[src/rtl/core/tsock_pkg.sv]
// Shared types, constants and helpers for the TSO IPv4/TCP checksum block.
// Used by the input stage, the checksum core and the top level.
package tsock_pkg;

    localparam int MAX_PACKET_WORDS = 32768;
    localparam int POS_W            = $clog2(MAX_PACKET_WORDS);
    localparam logic [POS_W-1:0] POS_MAX = POS_W'(MAX_PACKET_WORDS - 1);

    localparam logic [POS_W-1:0] POS_TOTAL_LEN = POS_W'(1);
    localparam logic [POS_W-1:0] POS_PROTO     = POS_W'(4);
    localparam logic [POS_W-1:0] POS_IP_CSUM   = POS_W'(5);
    localparam logic [POS_W-1:0] POS_ADDR_LO   = POS_W'(6);
    localparam logic [POS_W-1:0] POS_ADDR_HI   = POS_W'(9);
    localparam logic [15:0]      TCP_CSUM_OFS  = 16'd8;

    localparam logic [15:0] HI_BYTE = 16'hff00;
    localparam logic [15:0] LO_BYTE = 16'h00ff;

    typedef struct packed {
        logic [15:0] data;
        logic        first;
        logic        last;
        logic        odd;
        logic [4:0]  hdr_words;
        logic [15:0] l4_len;
        logic [15:0] total_len;
    } t_item;

    typedef struct packed {
        logic [15:0] ip_csum;
        logic [15:0] tcp_csum;
        logic [15:0] total_len;
    } t_result;

    function automatic logic [15:0] oc_add(input logic [15:0] a, input logic [15:0] b);
        logic [16:0] s;
        s = {1'b0, a} + {1'b0, b};
        return s[15:0] + {15'd0, s[16]};
    endfunction

endpackage

[src/rtl/core/tso_ipv4_tcp_checksum_offload.sv]
// Top level of the TSO IPv4/TCP checksum block: input stage, sum core, result register.
// Depends on tsock_pkg, tsock_in_stage and tsock_sum_core.
//
// One packet word is taken per clock cycle while o_stall is low, back to back, with
// no gaps between segments. A word passes the input register and is then added into
// the running IP and TCP sums; on the last word of a segment the checksums and total
// length are captured in the result register at the edge that adds that word, and
// o_valid rises with that capture. The running sums are updated by each word as it
// fires. Input stall is raised only while a finished result waits on a stalled
// output and another last word is ready behind it.
module tso_ipv4_tcp_checksum_offload (
    input  logic        i_clk,
    input  logic        i_rst_n,
    input  logic        i_valid,
    output logic        o_stall,
    input  logic [15:0] i_data_word,
    input  logic        i_first_word,
    input  logic        i_last_word,
    input  logic        i_last_is_odd,
    input  logic [5:0]  i_ip_header_bytes,
    input  logic [5:0]  i_tcp_header_bytes,
    input  logic [15:0] i_payload_bytes,
    output logic        o_valid,
    input  logic        i_stall,
    output logic [15:0] o_ip_checksum,
    output logic [15:0] o_tcp_checksum,
    output logic [15:0] o_new_total_length
);
    import tsock_pkg::*;

    logic    in_valid;
    t_item   in_item;
    t_result result;
    logic    out_free;
    logic    fire;
    logic    load;
    logic    r_out_valid;
    t_result r_out;

    assign out_free = !r_out_valid || !i_stall;
    assign fire     = in_valid && (out_free || !in_item.last);
    assign o_stall  = in_valid && !fire;
    assign load     = i_valid && !o_stall;

    tsock_in_stage u_in (
        .i_clk              (i_clk),
        .i_rst_n            (i_rst_n),
        .i_load             (load),
        .i_fire             (fire),
        .i_data_word        (i_data_word),
        .i_first_word       (i_first_word),
        .i_last_word        (i_last_word),
        .i_last_is_odd      (i_last_is_odd),
        .i_ip_header_bytes  (i_ip_header_bytes),
        .i_tcp_header_bytes (i_tcp_header_bytes),
        .i_payload_bytes    (i_payload_bytes),
        .o_valid            (in_valid),
        .o_item             (in_item)
    );

    tsock_sum_core u_core (
        .i_clk    (i_clk),
        .i_rst_n  (i_rst_n),
        .i_fire   (fire),
        .i_item   (in_item),
        .o_result (result)
    );

    always_ff @(posedge i_clk) begin
        if (!i_rst_n) begin
            r_out_valid <= 1'b0;
        end else if (out_free) begin
            r_out_valid <= fire && in_item.last;
        end
    end

    always_ff @(posedge i_clk) begin
        if (out_free && fire && in_item.last) begin
            r_out <= result;
        end
    end

    assign o_valid            = r_out_valid;
    assign o_ip_checksum      = r_out.ip_csum;
    assign o_tcp_checksum     = r_out.tcp_csum;
    assign o_new_total_length = r_out.total_len;

endmodule

[src/rtl/core/tsock_in_stage.sv]
// Input register of the checksum block; precomputes the segment lengths.
// Depends on tsock_pkg.
module tsock_in_stage (
    input  logic            i_clk,
    input  logic            i_rst_n,
    input  logic            i_load,
    input  logic            i_fire,
    input  logic [15:0]     i_data_word,
    input  logic            i_first_word,
    input  logic            i_last_word,
    input  logic            i_last_is_odd,
    input  logic [5:0]      i_ip_header_bytes,
    input  logic [5:0]      i_tcp_header_bytes,
    input  logic [15:0]     i_payload_bytes,
    output logic            o_valid,
    output tsock_pkg::t_item o_item
);
    import tsock_pkg::*;

    logic  r_valid;
    t_item r_item;
    t_item n_item;
    logic [15:0] l4_len;

    always_comb begin
        l4_len              = {10'd0, i_tcp_header_bytes} + i_payload_bytes;
        n_item.data         = i_data_word;
        n_item.first        = i_first_word;
        n_item.last         = i_last_word;
        n_item.odd          = i_last_is_odd;
        n_item.hdr_words    = i_ip_header_bytes[5:1];
        n_item.l4_len       = l4_len;
        n_item.total_len    = {10'd0, i_ip_header_bytes} + l4_len;
    end

    always_ff @(posedge i_clk) begin
        if (!i_rst_n) begin
            r_valid <= 1'b0;
        end else if (i_load) begin
            r_valid <= 1'b1;
        end else if (i_fire) begin
            r_valid <= 1'b0;
        end
    end

    always_ff @(posedge i_clk) begin
        if (i_load) begin
            r_item <= n_item;
        end
    end

    assign o_valid = r_valid;
    assign o_item  = r_item;

endmodule

[src/rtl/core/tsock_sum_core.sv]
// Running ones' complement sums, word position and latched lengths.
// Depends on tsock_pkg; result is combinational, registered by the top level.
module tsock_sum_core (
    input  logic               i_clk,
    input  logic               i_rst_n,
    input  logic               i_fire,
    input  tsock_pkg::t_item   i_item,
    output tsock_pkg::t_result o_result
);
    import tsock_pkg::*;

    logic [POS_W-1:0] r_pos;
    logic [15:0]      r_ip_sum;
    logic [15:0]      r_tcp_sum;
    logic [4:0]       r_hdr_words;
    logic [15:0]      r_l4_len;
    logic [15:0]      r_total_len;

    logic [POS_W-1:0] pos;
    logic [4:0]       hdr_words;
    logic [15:0]      l4_len;
    logic [15:0]      total_len;
    logic [15:0]      ip_base;
    logic [15:0]      tcp_base;
    logic [15:0]      word;
    logic             in_ip;
    logic [15:0]      pseudo;
    logic [15:0]      n_ip_sum;
    logic [15:0]      n_tcp_sum;
    logic [POS_W-1:0] n_pos;

    always_comb begin
        pos       = i_item.first ? '0 : r_pos;
        hdr_words = i_item.first ? i_item.hdr_words : r_hdr_words;
        l4_len    = i_item.first ? i_item.l4_len : r_l4_len;
        total_len = i_item.first ? i_item.total_len : r_total_len;
        ip_base   = i_item.first ? 16'd0 : r_ip_sum;
        tcp_base  = i_item.first ? i_item.l4_len : r_tcp_sum;

        word = i_item.data;
        if (pos == POS_TOTAL_LEN) begin
            word = total_len;
        end
        if (pos == POS_IP_CSUM || 16'(pos) == {11'd0, hdr_words} + TCP_CSUM_OFS) begin
            word = 16'd0;
        end
        if (i_item.last && i_item.odd) begin
            word = word & HI_BYTE;
        end

        in_ip = {{(POS_W > 5 ? POS_W - 5 : 0){1'b0}}, hdr_words} > 32'(pos);

        if (pos == POS_PROTO) begin
            pseudo = word & LO_BYTE;
        end else if (pos >= POS_ADDR_LO && pos <= POS_ADDR_HI) begin
            pseudo = word;
        end else begin
            pseudo = 16'd0;
        end

        n_ip_sum  = oc_add(ip_base, in_ip ? word : 16'd0);
        n_tcp_sum = oc_add(oc_add(tcp_base, in_ip ? 16'd0 : word), pseudo);
        n_pos     = (pos < POS_MAX) ? pos + POS_W'(1) : pos;

        o_result.ip_csum   = ~n_ip_sum;
        o_result.tcp_csum  = ~n_tcp_sum;
        o_result.total_len = total_len;
    end

    always_ff @(posedge i_clk) begin
        if (!i_rst_n) begin
            r_pos       <= '0;
            r_ip_sum    <= '0;
            r_tcp_sum   <= '0;
            r_hdr_words <= '0;
            r_l4_len    <= '0;
            r_total_len <= '0;
        end else if (i_fire) begin
            r_hdr_words <= hdr_words;
            r_l4_len    <= l4_len;
            r_total_len <= total_len;
            if (i_item.last) begin
                r_pos     <= '0;
                r_ip_sum  <= '0;
                r_tcp_sum <= '0;
            end else begin
                r_pos     <= n_pos;
                r_ip_sum  <= n_ip_sum;
                r_tcp_sum <= n_tcp_sum;
            end
        end
    end

endmodule

[config.mk]
export PLATFORM = sky130hd
export DESIGN_NAME = tso_ipv4_tcp_checksum_offload
export DESIGN_NICKNAME = d
export VERILOG_FILES = /design/src/rtl/core/tsock_pkg.sv /design/src/rtl/core/tso_ipv4_tcp_checksum_offload.sv /design/src/rtl/core/tsock_in_stage.sv /design/src/rtl/core/tsock_sum_core.sv
export SDC_FILE = /design/constraint.sdc
export NUM_CORES = 1
export LEC_CHECK = 0
export BUFFER_PORTS_ARGS = -buffer_cell sky130_fd_sc_hd__buf_2
export CAP_MARGIN = 30
export CORE_UTILIZATION = 55
export DETAILED_ROUTE_END_ITERATION = 7
export PLACE_DENSITY = 0.79
export REMOVE_ABC_BUFFERS = 1
export SYNTH_ARGS = -nofsm -noshare
export SYNTH_HDL_FRONTEND = slang
export SYNTH_SLANG_ARGS = --single-unit
[constraint.sdc]
create_clock -name i_clk -period 11.2 [get_ports i_clk]
set_clock_uncertainty 0.1 [all_clocks]
set_input_delay 2.24 -clock i_clk [delete_from_list [all_inputs] [get_ports i_clk]]
set_output_delay 2.24 -clock i_clk [all_outputs]
set_load 0.01 [all_outputs]
==> results.cfg <==
[route]
postRouteAntennaNets = 0
post-route-drc-count = 0
detailroute.via_count = 8935
routedWlPerCell_um = 16.9
drt_first_iter_violations = 656
drtPass1Iterations = 5
avgViaCountPerCell = 5.81
drt_wl_total_um = 26100

[min_path]
worst_hold_path.num_cells = 2
worstHoldPathType = register to register
min_to = u_core.r_ip_sum[0]
worst_hold_startpoint = u_core.r_ip_sum[0]

[cts]
cts_tree = built
cts_made_buffers = 17
clkSlewWorstSetupHoldPaths_ns = 0.07
htreeDepth = 4
cts-hold-fix-buffers = 0
clk_sinks = 174
clk_root_buffer_cell = clkbuf_16
post_cts.resized_instances = 0
post-cts-setup-buffer-count = 0
clock_latency_ns = 0.44
cts-root-to-sink-buffers = 2

[setup_path]
cpMostUsedCell = ha_1
critical_path.max_fanout = 37
cp_data_arrival_time_ns = 9.58
max_stage_delay_ns = 0.50
worst_path_max_delay_cell = o21ai_1
cp-start-kind = register
timing.reg2reg.worst_path_depth = 42
timing.critical_path.required_ns = 11.41
endpoint_kind = register
timing.rr.end = u_core.r_tcp_sum[14]
worst-r2r-setup-slack_ns = 1.82
criticalPathCategory = register to register
critical_register_to_register_path_startpoint = u_in.o_item[39]

[die]
chipHeight_um = 145
rows = 51
die_area_sq_um = 21100
die_width_um = 145
core_area_sq_um = 19800
initial_utilization_pct = 56.9
design.portCount = 101

[logic_synthesis]
synthesis.yosys.warnings = 0
post_synth.cell_area_avg_sq_um = 9.59
yosysTopAreaCell = edfxtp_1
synth.top_cells.by_area = edfxtp_1, dfxtp_1, ha_1, xnor2_1, nor2_1
netlist_instances = 1174
postSynth.asyncResetShare_pct = 0
synth_ff_type = edfxtp_1
synthDistinctLibCells = 88
synth-edff-count = 104
synth_seq_cells = 174
synth_top_area_share_pct = 27.7
syn-cell-area_sq_um = 11300
post_synthesis_sequential_area_ratio_pct = 40.2

[grt]
antenna_violations_before_repair = 0
globalRouteOverflowTotal = 0
wire_length_of_the_first_global_routing_pass_um = 42900
grt.total_usage_pct = 25.5
grt_max_degree = 63
grt_pass1_vias = 8531

[place]
place_area_sq_um = 12000
finalWeightedCongestion = 0.938
post-dp-hpwl_um = 19800
count_of_buffers_from_port_buffering = 100

[timing]
fin_crit_ns = 9.38
slew_violations = 0
hold_fails_final_rpt = 0
finalHoldWorstSlack_ns = 0.362
finalCritPeriodShare_pct = 83.7
max_freq_mhz = 107
worst-slew-pin-transition_ns = 0.828
rsz0062_at_grt = false
setup_tns_ns = 0
worst_slew_margin_rel_pct = 44.8
setup-violations-final = 0

[final_layout]
postLayoutCellArea_sq_um = 12600
antennaDiodeCount = 0
layout.nets = 1394
drive_gt1_share_pct = 15.7
syn_to_final_growth_pct = 11.8

[pwr]
power.static_leakage_nw = 5.26
cellPowerDensity_nw_per_um2 = 143
vdd_drop_max_mv = 0.165

[run_status]
run_status = complete, no violations

[run]
maxCapViolations = 0
worst max-delay path: cells and delay by family, from the launching register on:
kind	cells	cell delay, ns
xor+xnor	2	0.35
buf+inv	3	0.68
simple gates	13	2.66
mux	1	0.40
compound gates	17	3.11
flops	1	0.37
fa+ha+maj	6	1.56
how the worst max path moves through the flow:
stage | from | end | slack, ns | cells past startpoint
floorplan | u_in.o_item[39] | u_core.r_tcp_sum[14] | 1.57 | 38
global placement | u_in.o_item[39] | u_core.r_tcp_sum[14] | 2.32 | 42
detailed placement | u_in.o_item[39] | u_core.r_tcp_sum[14] | 1.98 | 42
CTS | u_in.o_item[39] | u_core.r_tcp_sum[14] | 1.95 | 42
global route | u_in.o_item[39] | u_core.r_tcp_sum[14] | 0.88 | 43
finish | u_in.o_item[39] | u_core.r_tcp_sum[14] | 1.82 | 42
routing by layer:
layer  vias up  part of all wire [%]  global-route usage [%]
li1       4387                     -                       -
met1      4253                    46                    34.3
met2       258                    46                    41.5
met3        37                   5.1                    3.58
met4         0                   2.9                    10.2
met5         -                     0                       0
cell usage after synthesis (16+ instances only):
master,instances
a21o_1,16
a21oi_1,56
and2_1,21
clkbuf_1,26
dfxtp_1,70
edfxtp_1,104
ha_1,76
inv_1,58
mux2_2,20
mux2i_1,17
nand2_1,106
nand3_1,34
nor2_1,110
nor2b_1,36
nor3_1,20
o211a_1,19
o21ai_0,51
o21ai_1,17
xnor2_1,59
xor2_1,41
cell families (layout without fill, tap and decap cells):
kind of cell | after synthesis | in the layout | share of synthesized area, %
flops | 174 | 174 | 40.2
mux | 37 | 37 | 3.51
compound gates | 264 | 264 | 16.6
buf+inv | 99 | 199 | 3.47
simple gates | 418 | 418 | 19.0
fa+ha+maj | 81 | 81 | 9.33
xor+xnor | 101 | 101 | 7.92
flip-flops by register name, summed over array words and instances, names as in the netlist:
name,count
u_core.r_ip_sum,16
o_tcp_checksum,16
u_core.r_tcp_sum,16
u_core.r_pos,15
u_in.o_item,56
o_valid,1
o_new_total_length,16
u_in.o_valid,1
u_core.r_hdr_words,5
o_ip_checksum,16
u_core.r_total_len,16
cell usage in the layout, fill, tap and decap left out, drive strengths merged, types with 11 or more instances in the layout:
cell,netlist,routed
and3,13,13
nor2b,37,37
inv,58,66
a21oi,59,59
nand2,106,106
nor2,110,110
dfxtp,70,70
nor3,25,25
clkbuf,27,17
o21bai,13,13
buf,13,109
o21a,13,13
a21boi,14,14
xnor2,60,60
edfxtp,104,104
a21o,16,16
ha,76,76
o211a,19,19
o21ai,70,70
nor4,11,11
mux2i,17,17
nand4,13,13
mux2,20,20
and2,22,22
nand3,36,36
xor2,41,41
layout make-up:
class	count	area (sq um)
Clock buffer	17	425
Clock inverter	14	156
Fill cell	1621	7190
Inverter	59	221
Multi-Input combinational cell	901	6360
Sequential cell	174	4520
Tap cell	265	332
Timing Repair Buffer	109	576
through the flow:
| stage | total power [mW] | setup WS, ns | std cells | util [%] |
|---|---|---|---|---|
| 2_1_floorplan | 1.09 | 1.57 | 1134 | - |
| 3_3_place_gp | 1.20 | 2.32 | 1507 | 60.6 |
| 3_5_place_dp | 1.21 | 1.98 | 1507 | 60.6 |
| 4_1_cts | 1.80 | 1.95 | 1538 | 63.6 |
| 5_1_grt | 1.88 | 0.878 | 1539 | 63.7 |
| 6_report | 1.80 | 1.82 | 1539 | 63.7 |
where the power goes:
group	switching, mW	total, mW	internal, mW
logic	0.278	0.452	0.174
registers	0.0177	0.751	0.733
clock network	0.264	0.596	0.333
No activity file was read; power rests on OpenSTA's default activity.
